===== src/design/stt_pkg.sv =====
`default_nettype none
package stt_pkg;

	localparam int OFFSET_BITS = 24;
	localparam int LINE_BITS = 16;
	localparam int COLUMN_BITS = 16;
	localparam int MAX_KEYWORD_LEN = 9;
	localparam int KW_COUNT = 28;
	localparam int PREFIX_BITS = 8 * MAX_KEYWORD_LEN;
	localparam int WLEN_BITS = $clog2(MAX_KEYWORD_LEN + 2);

	localparam logic [6:0] K_IDENT = 7'd0;
	localparam logic [6:0] K_NUMBER = 7'd1;
	localparam logic [6:0] K_STRING = 7'd2;
	localparam logic [6:0] K_CHAR = 7'd3;
	localparam logic [6:0] K_KW0 = 7'd4;
	localparam logic [6:0] K_PLUS = 7'd32;
	localparam logic [6:0] K_MINUS = 7'd33;
	localparam logic [6:0] K_ARROW = 7'd34;
	localparam logic [6:0] K_STAR = 7'd35;
	localparam logic [6:0] K_SLASH = 7'd36;
	localparam logic [6:0] K_DSLASH = 7'd37;
	localparam logic [6:0] K_PERCENT = 7'd38;
	localparam logic [6:0] K_CARET = 7'd39;
	localparam logic [6:0] K_CARET_EQ = 7'd40;
	localparam logic [6:0] K_HASH = 7'd41;
	localparam logic [6:0] K_BAR_EQ = 7'd42;
	localparam logic [6:0] K_BAR = 7'd43;
	localparam logic [6:0] K_QUESTION = 7'd44;
	localparam logic [6:0] K_EQ = 7'd45;
	localparam logic [6:0] K_ASSIGN = 7'd46;
	localparam logic [6:0] K_TILDE = 7'd47;
	localparam logic [6:0] K_NE = 7'd48;
	localparam logic [6:0] K_SHL = 7'd49;
	localparam logic [6:0] K_LE = 7'd50;
	localparam logic [6:0] K_LT = 7'd51;
	localparam logic [6:0] K_GE = 7'd52;
	localparam logic [6:0] K_GT = 7'd53;
	localparam logic [6:0] K_AMP = 7'd54;
	localparam logic [6:0] K_DOTDOT = 7'd55;
	localparam logic [6:0] K_DOT = 7'd56;
	localparam logic [6:0] K_LPAREN = 7'd57;
	localparam logic [6:0] K_RPAREN = 7'd58;
	localparam logic [6:0] K_LBRACE = 7'd59;
	localparam logic [6:0] K_RBRACE = 7'd60;
	localparam logic [6:0] K_LBRACK = 7'd61;
	localparam logic [6:0] K_RBRACK = 7'd62;
	localparam logic [6:0] K_COMMA = 7'd63;
	localparam logic [6:0] K_SEMI = 7'd64;
	localparam logic [6:0] K_DCOLON = 7'd65;
	localparam logic [6:0] K_COLON = 7'd66;
	localparam logic [6:0] K_END = 7'd67;
	localparam logic [6:0] K_ERROR = 7'd68;

	localparam logic [2:0] E_NONE = 3'd0;
	localparam logic [2:0] E_NEWLINE = 3'd1;
	localparam logic [2:0] E_UNTERM = 3'd2;
	localparam logic [2:0] E_BADCHAR = 3'd3;
	localparam logic [2:0] E_BANG = 3'd4;
	localparam logic [2:0] E_UNEXPECTED = 3'd5;

	localparam logic [PREFIX_BITS-1:0] KW_TEXT [KW_COUNT] = '{
		PREFIX_BITS'("MUTABLE"), PREFIX_BITS'("CONST"), PREFIX_BITS'("Array"),
		PREFIX_BITS'("Boolean"), PREFIX_BITS'("true"), PREFIX_BITS'("false"),
		PREFIX_BITS'("if"), PREFIX_BITS'("in"), PREFIX_BITS'("and"),
		PREFIX_BITS'("or"), PREFIX_BITS'("not"), PREFIX_BITS'("then"),
		PREFIX_BITS'("else"), PREFIX_BITS'("elseif"), PREFIX_BITS'("for"),
		PREFIX_BITS'("do"), PREFIX_BITS'("method"), PREFIX_BITS'("procedure"),
		PREFIX_BITS'("function"), PREFIX_BITS'("begin"), PREFIX_BITS'("end"),
		PREFIX_BITS'("is"), PREFIX_BITS'("return"), PREFIX_BITS'("while"),
		PREFIX_BITS'("repeat"), PREFIX_BITS'("until"), PREFIX_BITS'("break"),
		PREFIX_BITS'("continue")
	};
	localparam int KW_LEN [KW_COUNT] = '{
		7, 5, 5, 7, 4, 5, 2, 2, 3, 2, 3, 4, 4, 6, 3, 2, 6, 9, 8, 5, 3, 2, 6, 5,
		6, 5, 5, 8
	};

	typedef struct packed {
		logic [6:0]             kind;
		logic [OFFSET_BITS-1:0] start;
		logic [OFFSET_BITS-1:0] len;
		logic [LINE_BITS-1:0]   line;
		logic [COLUMN_BITS-1:0] col;
		logic [7:0]             cval;
		logic [2:0]             err;
		logic                   last;
	} res_t;

	function automatic logic is_digit(input logic [7:0] c);
		return c >= "0" && c <= "9";
	endfunction

	function automatic logic is_alpha(input logic [7:0] c);
		return (c >= "a" && c <= "z") || (c >= "A" && c <= "Z");
	endfunction

	function automatic logic is_word(input logic [7:0] c);
		return is_alpha(c) || is_digit(c) || c == "_";
	endfunction

	// Word text is right aligned: the newest byte sits in the low byte.
	function automatic logic [6:0] kw_kind(input logic [PREFIX_BITS-1:0] w,
			input logic [WLEN_BITS-1:0] n);
		logic [6:0] k;
		logic [PREFIX_BITS-1:0] m;
		k = K_IDENT;
		for (int i = KW_COUNT - 1; i >= 0; i--) begin
			m = (PREFIX_BITS'(1) << (8 * KW_LEN[i])) - PREFIX_BITS'(1);
			if (n == WLEN_BITS'(KW_LEN[i]) && (w & m) == KW_TEXT[i])
				k = K_KW0 + 7'(i);
		end
		return k;
	endfunction

endpackage
`default_nettype wire


===== src/design/stt_res_fifo.sv =====
`default_nettype none
module stt_res_fifo
	import stt_pkg::*;
(
	input  wire        clk,
	input  wire        arst_n,
	input  wire  [1:0] push_cnt,
	input  res_t       push_data [3],
	input  wire        pop,
	output res_t       head,
	output logic [2:0] count
);

	res_t       mem_q [4];
	logic [1:0] wr_q;
	logic [1:0] rd_q;
	logic [2:0] count_q;

	always_ff @(posedge clk or negedge arst_n) begin
		if (!arst_n) begin
			wr_q <= '0;
			rd_q <= '0;
			count_q <= '0;
		end else begin
			wr_q <= wr_q + push_cnt;
			rd_q <= rd_q + 2'(pop);
			count_q <= count_q + 3'(push_cnt) - 3'(pop);
		end
	end

	always_ff @(posedge clk) begin
		for (int i = 0; i < 3; i++)
			if (2'(i) < push_cnt)
				mem_q[wr_q + 2'(i)] <= push_data[i];
	end

	assign head = mem_q[rd_q];
	assign count = count_q;

endmodule
`default_nettype wire


===== src/design/source_text_tokenizer_core.sv =====
// A token is written to the result queue when the byte that completes it is taken.
// Throughput: one byte per cycle while each byte yields at most one result and
// results are drained at one per cycle; a byte that yields two or three results
// holds off the next byte while the four-entry result queue drains.
// Reset (arst_n low, asynchronous): scanner idle, offset 0, line and column 1,
// result queue empty.
`default_nettype none
module source_text_tokenizer_core
	import stt_pkg::*;
(
	input  wire                    clk,
	input  wire                    arst_n,
	input  wire  [7:0]             src_byte,
	input  wire                    end_of_text,
	input  wire                    in_valid,
	output logic                   in_ready,
	output logic [6:0]             token_kind,
	output logic [OFFSET_BITS-1:0] start_offset,
	output logic [OFFSET_BITS-1:0] token_length,
	output logic [LINE_BITS-1:0]   line_number,
	output logic [COLUMN_BITS-1:0] column_number,
	output logic [7:0]             char_value,
	output logic [2:0]             error_code,
	output logic                   last,
	output logic                   out_valid,
	input  wire                    out_ready
);

	typedef enum logic [3:0] {
		M_IDLE, M_COMMENT, M_IDENT, M_NUMI, M_NUMF, M_DOT, M_STR, M_STRESC,
		M_CHQ, M_CHV, M_PEND, M_DONE
	} mode_t;

	mode_t                   mode_q, mode_d;
	logic [7:0]              held_q, held_d;
	logic [PREFIX_BITS-1:0]  prefix_q, prefix_d;
	logic [WLEN_BITS-1:0]    wlen_q, wlen_d;
	logic [OFFSET_BITS-1:0]  tstart_q, tstart_d;
	logic [LINE_BITS-1:0]    tline_q, tline_d;
	logic [COLUMN_BITS-1:0]  tcol_q, tcol_d;
	logic [OFFSET_BITS-1:0]  off_q, off_d;
	logic [LINE_BITS-1:0]    line_q, line_d;
	logic [COLUMN_BITS-1:0]  col_q, col_d;
	logic [7:0]              lit_q, lit_d;

	res_t       res [3];
	logic [1:0] nres;
	logic [1:0] push_cnt;
	logic       accept;
	res_t       head;
	logic [2:0] count;

	function automatic res_t mk(input logic [6:0] k, input logic [OFFSET_BITS-1:0] s,
			input logic [OFFSET_BITS-1:0] l, input logic [LINE_BITS-1:0] ln,
			input logic [COLUMN_BITS-1:0] cl, input logic [7:0] cv,
			input logic [2:0] e, input logic lst);
		res_t r;
		r.kind = k;
		r.start = s;
		r.len = l;
		r.line = ln;
		r.col = cl;
		r.cval = cv;
		r.err = e;
		r.last = lst;
		return r;
	endfunction

	function automatic logic [OFFSET_BITS-1:0] span(input logic [OFFSET_BITS-1:0] e,
			input logic [OFFSET_BITS-1:0] s);
		return (e >= s) ? e - s : '0;
	endfunction

	// Room for the worst case of three results per byte.
	assign in_ready = (count <= 3'd1);
	assign accept = in_valid && in_ready;
	assign push_cnt = accept ? nres : 2'd0;

	always_comb begin
		logic [7:0] c;
		logic [OFFSET_BITS-1:0] next_off;
		logic fresh, fail, consumed, two;
		logic [6:0] k;
		c = src_byte;
		next_off = (&off_q) ? off_q : off_q + 1'b1;
		fresh = 1'b0;
		fail = 1'b0;
		consumed = 1'b1;
		two = 1'b0;
		k = K_ERROR;
		nres = 2'd0;
		res[0] = '0;
		res[1] = '0;
		res[2] = '0;
		mode_d = mode_q;
		held_d = held_q;
		prefix_d = prefix_q;
		wlen_d = wlen_q;
		tstart_d = tstart_q;
		tline_d = tline_q;
		tcol_d = tcol_q;
		off_d = off_q;
		line_d = line_q;
		col_d = col_q;
		lit_d = lit_q;

		if (mode_q == M_DONE) begin
			// Drop every beat until reset.
		end else if (end_of_text) begin
			// Flush the open token, then close the stream.
			case (mode_q)
				M_IDENT: begin
					res[nres] = mk(kw_kind(prefix_q, wlen_q), tstart_q,
						span(off_q, tstart_q), tline_q, tcol_q, 8'd0, E_NONE, 1'b0);
					nres = nres + 2'd1;
				end
				M_NUMI, M_NUMF: begin
					res[nres] = mk(K_NUMBER, tstart_q, span(off_q, tstart_q),
						tline_q, tcol_q, 8'd0, E_NONE, 1'b0);
					nres = nres + 2'd1;
				end
				M_DOT: begin
					res[nres] = mk(K_DOT, tstart_q, OFFSET_BITS'(1), tline_q, tcol_q,
						8'd0, E_NONE, 1'b0);
					nres = nres + 2'd1;
				end
				M_STR, M_STRESC: begin
					res[nres] = mk(K_STRING, tstart_q, span(off_q, tstart_q),
						tline_q, tcol_q, 8'd0, E_UNTERM, 1'b0);
					nres = nres + 2'd1;
				end
				M_CHQ, M_CHV: begin
					res[nres] = mk(K_CHAR, tstart_q, span(off_q, tstart_q),
						tline_q, tcol_q, lit_q, E_BADCHAR, 1'b0);
					nres = nres + 2'd1;
				end
				M_PEND: begin
					case (held_q)
						"-": k = K_MINUS;
						"/": k = K_SLASH;
						"^": k = K_CARET;
						"|": k = K_BAR;
						"=": k = K_ASSIGN;
						"<": k = K_LT;
						">": k = K_GT;
						":": k = K_COLON;
						default: k = K_ERROR;
					endcase
					res[nres] = mk(k, tstart_q, OFFSET_BITS'(1), tline_q, tcol_q, 8'd0,
						(k == K_ERROR) ? E_BANG : E_NONE, 1'b0);
					nres = nres + 2'd1;
				end
				default: ;
			endcase
			res[nres] = mk(K_END, off_q, '0, line_q, col_q, 8'd0, E_NONE, 1'b1);
			nres = nres + 2'd1;
			mode_d = M_DONE;
		end else begin
			fresh = (mode_q == M_IDLE);
			case (mode_q)
				M_COMMENT: if (c == "\n") mode_d = M_IDLE;
				M_IDENT: begin
					if (is_word(c)) begin
						if (wlen_q < WLEN_BITS'(MAX_KEYWORD_LEN))
							prefix_d = {prefix_q[PREFIX_BITS-9:0], c};
						if (wlen_q <= WLEN_BITS'(MAX_KEYWORD_LEN))
							wlen_d = wlen_q + 1'b1;
					end else begin
						res[nres] = mk(kw_kind(prefix_q, wlen_q), tstart_q,
							span(off_q, tstart_q), tline_q, tcol_q, 8'd0, E_NONE, 1'b0);
						nres = nres + 2'd1;
						mode_d = M_IDLE;
						fresh = 1'b1;
					end
				end
				M_NUMI, M_NUMF: begin
					if (mode_q == M_NUMI && c == ".") begin
						mode_d = M_NUMF;
					end else if (!is_digit(c)) begin
						res[nres] = mk(K_NUMBER, tstart_q, span(off_q, tstart_q),
							tline_q, tcol_q, 8'd0, E_NONE, 1'b0);
						nres = nres + 2'd1;
						mode_d = M_IDLE;
						fresh = 1'b1;
					end
				end
				M_DOT: begin
					if (is_digit(c)) begin
						mode_d = M_NUMI;
					end else if (c == ".") begin
						res[nres] = mk(K_DOTDOT, tstart_q, span(next_off, tstart_q),
							tline_q, tcol_q, 8'd0, E_NONE, 1'b0);
						nres = nres + 2'd1;
						mode_d = M_IDLE;
					end else begin
						res[nres] = mk(K_DOT, tstart_q, OFFSET_BITS'(1), tline_q, tcol_q,
							8'd0, E_NONE, 1'b0);
						nres = nres + 2'd1;
						mode_d = M_IDLE;
						fresh = 1'b1;
					end
				end
				M_STR: begin
					if (c == "\"") begin
						res[nres] = mk(K_STRING, tstart_q, span(off_q, tstart_q),
							tline_q, tcol_q, 8'd0, E_NONE, 1'b0);
						nres = nres + 2'd1;
						mode_d = M_IDLE;
					end else if (c == "\n") begin
						res[nres] = mk(K_STRING, tstart_q, span(off_q, tstart_q),
							tline_q, tcol_q, 8'd0, E_NEWLINE, 1'b0);
						nres = nres + 2'd1;
						fail = 1'b1;
					end else if (c == "\\") begin
						mode_d = M_STRESC;
					end
				end
				M_STRESC: mode_d = M_STR;
				M_CHQ: begin
					lit_d = c;
					mode_d = M_CHV;
				end
				M_CHV: begin
					res[nres] = mk(K_CHAR, tstart_q, span(next_off, tstart_q),
						tline_q, tcol_q, lit_q, (c == "'") ? E_NONE : E_BADCHAR, 1'b0);
					nres = nres + 2'd1;
					if (c == "'") mode_d = M_IDLE;
					else fail = 1'b1;
				end
				M_PEND: begin
					if (held_q == "-" && c == "-") begin
						mode_d = M_COMMENT;
					end else begin
						two = 1'b1;
						case (held_q)
							"-": k = (c == ">") ? K_ARROW : K_MINUS;
							"/": k = (c == "/") ? K_DSLASH : K_SLASH;
							"^": k = (c == "=") ? K_CARET_EQ : K_CARET;
							"|": k = (c == "=") ? K_BAR_EQ : K_BAR;
							"=": k = (c == "=") ? K_EQ : K_ASSIGN;
							"!": k = (c == "=") ? K_NE : K_ERROR;
							"<": k = (c == "<") ? K_SHL : (c == "=") ? K_LE : K_LT;
							">": k = (c == "=") ? K_GE : K_GT;
							":": k = (c == "=") ? K_ASSIGN : (c == ":") ? K_DCOLON : K_COLON;
							default: k = K_ERROR;
						endcase
						two = (held_q == "<" || held_q == ":") ? (c == "=" || c == held_q)
							: (held_q == "-") ? (c == ">")
							: (held_q == "/") ? (c == "/")
							: (held_q == "^" || held_q == "|" || held_q == "=" ||
								held_q == "!" || held_q == ">") ? (c == "=") : 1'b0;
						if (k == K_ERROR) begin
							res[nres] = mk(K_ERROR, tstart_q, OFFSET_BITS'(1), tline_q,
								tcol_q, 8'd0, E_BANG, 1'b0);
							nres = nres + 2'd1;
							fail = 1'b1;
							consumed = 1'b0;
						end else if (two) begin
							res[nres] = mk(k, tstart_q, span(next_off, tstart_q), tline_q,
								tcol_q, 8'd0, E_NONE, 1'b0);
							nres = nres + 2'd1;
							mode_d = M_IDLE;
						end else begin
							res[nres] = mk(k, tstart_q, OFFSET_BITS'(1), tline_q, tcol_q,
								8'd0, E_NONE, 1'b0);
							nres = nres + 2'd1;
							mode_d = M_IDLE;
							fresh = 1'b1;
						end
					end
				end
				default: ;
			endcase

			// Open a new token on this byte.
			if (fresh && !fail && !(c == " " || c == "\t" || c == "\r" || c == "\n")) begin
				tstart_d = off_q;
				tline_d = line_q;
				tcol_d = col_q;
				if (is_alpha(c) || c == "_") begin
					prefix_d = {prefix_q[PREFIX_BITS-9:0], c};
					wlen_d = WLEN_BITS'(1);
					mode_d = M_IDENT;
				end else if (is_digit(c)) begin
					mode_d = M_NUMI;
				end else if (c == ".") begin
					mode_d = M_DOT;
				end else if (c == "\"") begin
					tstart_d = next_off;
					mode_d = M_STR;
				end else if (c == "'") begin
					lit_d = 8'd0;
					mode_d = M_CHQ;
				end else if (c == "-" || c == "/" || c == "^" || c == "|" || c == "=" ||
						c == "!" || c == "<" || c == ">" || c == ":") begin
					held_d = c;
					mode_d = M_PEND;
				end else begin
					case (c)
						"+": k = K_PLUS;
						"*": k = K_STAR;
						"%": k = K_PERCENT;
						"#": k = K_HASH;
						"?": k = K_QUESTION;
						"~": k = K_TILDE;
						"&": k = K_AMP;
						"(": k = K_LPAREN;
						")": k = K_RPAREN;
						"{": k = K_LBRACE;
						"}": k = K_RBRACE;
						"[": k = K_LBRACK;
						"]": k = K_RBRACK;
						",": k = K_COMMA;
						";": k = K_SEMI;
						default: k = K_ERROR;
					endcase
					res[nres] = mk(k, off_q, OFFSET_BITS'(1), line_q, col_q, 8'd0,
						(k == K_ERROR) ? E_UNEXPECTED : E_NONE, 1'b0);
					nres = nres + 2'd1;
					fail = (k == K_ERROR);
				end
			end

			// Advance position; line and column saturate.
			if (consumed) begin
				off_d = next_off;
				if (c == "\n") begin
					line_d = (&line_q) ? line_q : line_q + 1'b1;
					col_d = COLUMN_BITS'(1);
				end else begin
					col_d = (&col_q) ? col_q : col_q + 1'b1;
				end
			end
			if (fail) begin
				mode_d = M_DONE;
				res[nres] = mk(K_END, off_d, '0, line_d, col_d, 8'd0, E_NONE, 1'b1);
				nres = nres + 2'd1;
			end
		end
	end

	always_ff @(posedge clk or negedge arst_n) begin
		if (!arst_n) begin
			mode_q <= M_IDLE;
			held_q <= '0;
			wlen_q <= '0;
			tstart_q <= '0;
			tline_q <= LINE_BITS'(1);
			tcol_q <= COLUMN_BITS'(1);
			off_q <= '0;
			line_q <= LINE_BITS'(1);
			col_q <= COLUMN_BITS'(1);
			lit_q <= '0;
		end else if (accept) begin
			mode_q <= mode_d;
			held_q <= held_d;
			wlen_q <= wlen_d;
			tstart_q <= tstart_d;
			tline_q <= tline_d;
			tcol_q <= tcol_d;
			off_q <= off_d;
			line_q <= line_d;
			col_q <= col_d;
			lit_q <= lit_d;
		end
	end

	// Word text needs no reset: only bytes of the current word are compared.
	always_ff @(posedge clk) begin
		if (accept)
			prefix_q <= prefix_d;
	end

	stt_res_fifo u_fifo (
		.clk       (clk),
		.arst_n    (arst_n),
		.push_cnt  (push_cnt),
		.push_data (res),
		.pop       (out_valid && out_ready),
		.head      (head),
		.count     (count)
	);

	assign out_valid = (count != 3'd0);
	assign token_kind = head.kind;
	assign start_offset = head.start;
	assign token_length = head.len;
	assign line_number = head.line;
	assign column_number = head.col;
	assign char_value = head.cval;
	assign error_code = head.err;
	assign last = head.last;

endmodule
`default_nettype wire


===== config.mk =====
export PLATFORM = sky130hd
export DESIGN_NAME = source_text_tokenizer_core
export DESIGN_NICKNAME = d
export VERILOG_FILES = /design/src/design/stt_pkg.sv /design/src/design/stt_res_fifo.sv /design/src/design/source_text_tokenizer_core.sv
export SDC_FILE = /design/constraint.sdc
export NUM_CORES = 2
export LEC_CHECK = 0
export BUFFER_PORTS_ARGS = -buffer_cell sky130_fd_sc_hd__clkbuf_2
export CAP_MARGIN = 40
export CORE_ASPECT_RATIO = 1.5
export CORE_MARGIN = 2
export CORE_UTILIZATION = 40
export CTS_BUF_LIST = sky130_fd_sc_hd__clkbuf_4 sky130_fd_sc_hd__clkbuf_8 sky130_fd_sc_hd__clkbuf_16
export DETAILED_ROUTE_END_ITERATION = 7
export PLACE_DENSITY = 0.52
export REMOVE_ABC_BUFFERS = 1
export SLEW_MARGIN = 20
export SYNTH_ARGS = -nofsm -noshare
export SYNTH_HDL_FRONTEND = slang
export SYNTH_SLANG_ARGS = --single-unit

===== constraint.sdc =====
create_clock -name clk -period 19.1 [get_ports clk]
set_input_delay 0.955 -clock clk [delete_from_list [all_inputs] [get_ports clk]]
set_output_delay 0.955 -clock clk [all_outputs]
set_load 0.01 [all_outputs]

## Word-level counts from Yosys, hierarchy flattened

Memory sizes are Yosys's and may differ from the RTL's.
Cells that the tools add are included.

| cells by class | value |
|---|---|
| $add $sub $neg | 15 |
| order comparisons | 20 |
| eq/ne operators | 93 |
| mux-type cells | 224 |
| bitwise gates (word level) | 10 |
| reductions and logical operators | 76 |

Operators by type and width:

| kind | number |
|---|---|
| $mux W297 | 12 |
| $pmux W99 S6 | 2 |
| $mux W99 | 10 |
| $bwmux W297 | 3 |
| $demux W99 S2 | 3 |
| $mux W72 | 5 |
| $mux W7 | 45 |
| $eq A40 B39 Y1 const B | 7 |
| $mux W24 | 10 |
| $eq A8 B6 Y1 const B | 28 |
| $eq A48 B47 Y1 const B | 4 |
| $mux W94 | 2 |
| $mux W93 | 2 |
| $mux W16 | 10 |
| $eq A64 B63 Y1 const B | 2 |
| $eq A56 B55 Y1 const B | 2 |
| $pmux W7 S15 | 1 |
| $mux W4 | 25 |
| $mux W98 | 1 |
| $eq A24 B23 Y1 const B | 4 |
| $eq A32 B31 Y1 const B | 3 |
| $eq A8 B7 Y1 const B | 12 |
| $mux W96 | 1 |
| $eq A16 B15 Y1 const B | 5 |
| other kinds (57) | 239 |

| storage, ports and cells | value |
|---|---|
| flip-flop bits (word level) | 215 |
| RAM bits | 396 |
| input port bits | 13 |
| word-level logic and storage cells | 453 |
| memories | 1 |

Memories:

| name | words | width | rd ports | clocked after Yosys merged registers in | wr ports | RTL line | RTL |
|---|---|---|---|---|---|---|---|
| u_fifo.mem_q | 4 | 99 | 1 | 0 | 3 | stt_res_fifo.sv:14 | `res_t mem_q [4];` |

## Depth between registers and ports, before layout

| logic depth | value |
|---|---|
| word-level depth | 48 |
| gate-level depth with buffers | 24 |

## By module

From an unflattened synthesis, not the netlist that was laid out.

| second synthesis, totals | value |
|---|---|
| cell total of the unflattened synthesis | 4877 |
| area total of the unflattened synthesis | 43176.4 um^2 |

Modules (own cells, without submodules):

| module | times used | cells an instance | area an instance (um^2) | sequential area each (um^2) |
|---|---|---|---|---|
| stt_res_fifo | 1 | 2327 | 22595.4 | 12066.6 |
| source_text_tokenizer_core | 1 | 2550 | 20581.0 | 5570.3 |

## Least setup slack after synthesis

Ideal clock, no wire load.

| timing path | value |
|---|---|
| kind | input -> register |
| start point | input src_byte[4] |
| end point | memory u_fifo.mem_q[0][0] (netlist name), enable pin |
| setup time | 0.895 ns |
| arrival | 16.566 ns |
| data required time | 18.205 ns |
| setup slack | 1.639 ns |
| cell stages on the path | 17 |
| cells stage by stage | buf_2 or4b_4 or4_4 and2_4 nor4_4 inv_2 clkbuf_1 clkbuf_1 buf_1 ha_1 mux2_2 ha_1 nor2b_1 mux2i_2 and3_1 nor2_1 o311ai_0 |

RTL lines:

| item | RTL line | RTL |
|---|---|---|
| start, declared | source_text_tokenizer_core.sv:13 | `input wire [7:0] src_byte,` |
| end, declared | stt_res_fifo.sv:14 |  |

==> impl_metrics.sql <==
INSERT INTO impl_metrics (metric_group, metric, value, unit) VALUES
('outcome', 'status', 'complete, no violations', ''),
('sta', 'timing.final.crit_share', '40.1', '%'),
('sta', 'fmax', '0.131', 'GHz'),
('clock_network', 'clockRootBuffer', 'sky130_fd_sc_hd__clkbuf_16', ''),
('synthesis', 'yosysSeqAreaShare', '43.0', '%'),
('synthesis', 'synth_warnings', '0', ''),
('sta', 'grt_setup_unrepaired', 'false', ''),
('layout', 'area_delta_synth_final', '9.96', '%'),
('global_routing', 'track_usage', '27.8', '%'),
('global_routing', 'grt_max_degree', '68', ''),
('layout', 'area_of_the_multi_input_gates', '21800', 'sq um'),
('global_routing', 'met1_usage', '32.7', '%'),
('synthesis', 'dominant_cell_by_count_in_the_synthesized_netlist', 'sky130_fd_sc_hd__nand2_1', ''),
('flow_run', 'maxCapViolCount', '0', ''),
('sta', 'worst_slew_pin_slew', '943', 'ps'),
('sta', 'hold_viol', '0', ''),
('clock_network', 'post_cts_buffers', '0', ''),
('layout', 'layout-drive-gt1-share', '15.6', '%'),
('layout', 'antenna-diode-count', '0', ''),
('drt', 'antenna_violating_nets_left', '0', ''),
('place', 'gp_congestion', '0.972', ''),
('worst_setup_path', 'worstSetupStartpoint', 'src_byte[5]', ''),
('worst_setup_path', 'worstSetupPathType', 'input pin to flop', ''),
('drt', 'vias_per_cell', '6.22', ''),
('place', 'dpl.hpwl', '98300', 'um'),
('floorplan', 'die_w', '265', 'um'),
('pwr', 'power_report.internal_total', '3.07', 'mW'),
('worst_setup_path', 'worst_ep_required_time', '19370', 'ps'),
('pwr', 'p_switching', '1.97', 'mW'),
('clock_network', 'cts_hold_buffers', '0', ''),
('global_routing', 'grt_pass1_wl', '220000', 'um'),
('clock_network', 'htree_num_levels', '3', ''),
('clock_network', 'worst_setup_hold_path_clk_slew', '60', 'ps'),
('clock_network', 'tritoncts.num_buffers', '68', ''),
('min_path', 'hp-class', 'input pin to asynchronous set/reset pin', ''),
('worst_setup_path', 'crit-reg2reg-launch', 'held_q[4]', ''),
('drt', 'starting_drc_count_in_detailed_routing', '3198', ''),
('pwr', 'peak_ir_drop_on_the_vdd_network', '0.0783', 'mV'),
('pwr', 'pwr-share-seq', '32.9', '%'),
('clock_network', 'ctsLongestPathBuffers', '3', ''),
('sta', 'slew_viol_final', '0', ''),
('synthesis', 'syn_area', '41000', 'sq um'),
('global_routing', 'number_of_antenna_violations_at_the_first_check_in_global_routing', '1', ''),
('drt', 'wl_per_cell', '27.2', 'um'),
('synthesis', 'synthTopCellsByArea', 'sky130_fd_sc_hd__edfxtp_1 34%, sky130_fd_sc_hd__dfrtp_1 8.5%, sky130_fd_sc_hd__mux2i_1 6.6%', ''),
('sta', 'final.hold.worst_slack', '190', 'ps'),
('floorplan', 'fp.dieArea', '105000', 'sq um'),
('clock_network', 'cts_repair_resize_count', '0', ''),
('floorplan', 'ios', '114', ''),
('layout', 'seq_area', '17600', 'sq um'),
('pwr', 'power_density', '112', 'nW/um^2'),
('synthesis', 'synth_cell_types', '108', ''),
('clock_network', 'clock-sinks', '611', ''),
('synthesis', 'synth.avg_cell_area', '9.92', 'sq um'),
('sta', 'fin_setup_tns', '0', 'ps'),
('pwr', 'power.leakage', '17.9', 'nW'),
('drt', 'drt_pre_antenna_iters', '6', ''),
('floorplan', 'dieHeight', '396', 'um'),
('layout', 'fillCellCount', '9718', ''),
('global_routing', 'grt_pass1_vias', '34200', ''),
('synthesis', 'top_cell_type_s_share_of_synthesized_area', '34.3', '%'),
('sta', 'clock_skew', '41.0', 'ps'),
('clock_network', 'clock_latency', '670', 'ps'),
('drt', 'num_vias', '33800', ''),
('synthesis', 'synthFlopType', 'sky130_fd_sc_hd__edfxtp_1', ''),
('synthesis', 'postSynthRegisterBits', '611', ''),
('synthesis', 'async_reset_ff_share', '23.4', '%'),
('global_routing', 'globalRoute.totalOverflow', '0', ''),
('synthesis', 'syn_inst', '4132', ''),
('clock_network', 'cts_tree', 'done', ''),
('place', 'port_buffers', '113', '');
==> state kept, by name, summed over array words and instances, names as in the netlist, 16 cells and up <==
| name | cells |
|---|---|
| off_q | 24 |
| line_q | 16 |
| tline_q | 16 |
| tstart_q | 24 |
| u_fifo.mem_q | 396 |
| tcol_q | 16 |
| prefix_q | 72 |
| col_q | 16 |
==> kinds of logic (layout without fill, tap and decap cells) <==
kind of cell | after synthesis | in the layout | share of synthesized area (%)
xor gates and xnor gates | 164 | 164 | 3.50
DFF | 611 | 611 | 43.0
AOI/OAI and AO/OA | 892 | 892 | 14.1
and+or+nand+nor | 1485 | 1485 | 17.4
buffers and inverters | 417 | 413 | 4.36
adders and majority gates | 68 | 68 | 2.13
muxes | 495 | 495 | 15.5
==> through the flow <==
stage          power (mW)  cells  utilization, %  worst slack [ps]  area [sq um]
2_1_floorplan        2.89   3794               -              1360         39500
5_1_grt              5.26   5433            44.4             11150         45100
6_report             5.04   5433            44.4             11440         45100
4_1_cts              5.05   5430            44.4             11470         45000
3_3_place_gp         3.64   5296            42.0             10830         42600
3_5_place_dp         3.68   5308            42.1             10810         42700
==> cell type report <==
class / instances / share of cell area [%]
sequential: 611 / 39.1
inverter: 79 / 0.663
clock inverter: 38 / 0.810
clock buffer: 84 / 4.24
multi-input combinational: 3104 / 48.3
timing repair buffer: 212 / 3.19
tap: 1305 / 3.62
==> metal layers <==
layer  vias to the layer above  wire [um]
li1                      15300          -
met1                     16800      57200
met2                      1332      73400
met3                       393       8710
met4                         0       8560
met5                         -          0
==> cells in the final DEF, fill, tap and decap left out, drive strengths merged, types with 70 or more instances in the layout <==
master  netlist  layout
mux2i       270     270
buf         116     100
a21oi       192     192
nand2       496     496
nor3         76      76
clkbuf      222     196
dfrtp       139     139
nand3       114     114
mux2        126     126
nor2        430     430
xor2         70      70
o21ai       261     261
mux4         99      99
inv          77      78
edfxtp      468     468
xnor2        94      94
==> worst max-delay path: stages <==
cell	delay, ps
sky130_fd_sc_hd__clkbuf_2	330
sky130_fd_sc_hd__or4b_4	620
sky130_fd_sc_hd__or4_4	610
sky130_fd_sc_hd__and2_4	200
sky130_fd_sc_hd__nor4_4	250
sky130_fd_sc_hd__buf_4	460
sky130_fd_sc_hd__inv_2	40
sky130_fd_sc_hd__buf_4	400
sky130_fd_sc_hd__ha_1	420
sky130_fd_sc_hd__mux2_2	310
sky130_fd_sc_hd__ha_1	340
sky130_fd_sc_hd__nor2b_1	160
sky130_fd_sc_hd__mux2i_2	570
sky130_fd_sc_hd__and3_1	370
sky130_fd_sc_hd__nor2_1	110
sky130_fd_sc_hd__o311ai_2	290
sky130_fd_sc_hd__buf_4	640
sky130_fd_sc_hd__buf_4	730
==> power by group through the flow <==
| stage | combinational [mW] | sequential [mW] | clock (mW) |
|---|---|---|---|
| 2_1_floorplan | 1.17 | 1.71 | 0 |
| 6_report | 2.01 | 1.66 | 1.37 |
| 3_3_place_gp | 1.96 | 1.68 | 0 |
| 3_5_place_dp | 1.99 | 1.68 | 0 |
| 4_1_cts | 2.00 | 1.66 | 1.40 |
| 5_1_grt | 2.14 | 1.67 | 1.45 |
==> path summary, 6_finish.rpt <==
path / to / slack (ps) / cells after the start
setup / recovery: u_fifo.mem_q[2][48] / 11440 / 18
hold / removal: line_q[8] / 190 / 1
setup reg to reg: u_fifo.mem_q[2][48] / 11510 / 17
hold reg to reg: u_fifo.count[2] / 490 / 1
max in group asynchronous: lit_q[4] / 17600 / 4
min in group clk: u_fifo.count[2] / 490 / 1
Power figures use the tool's default switching activity.
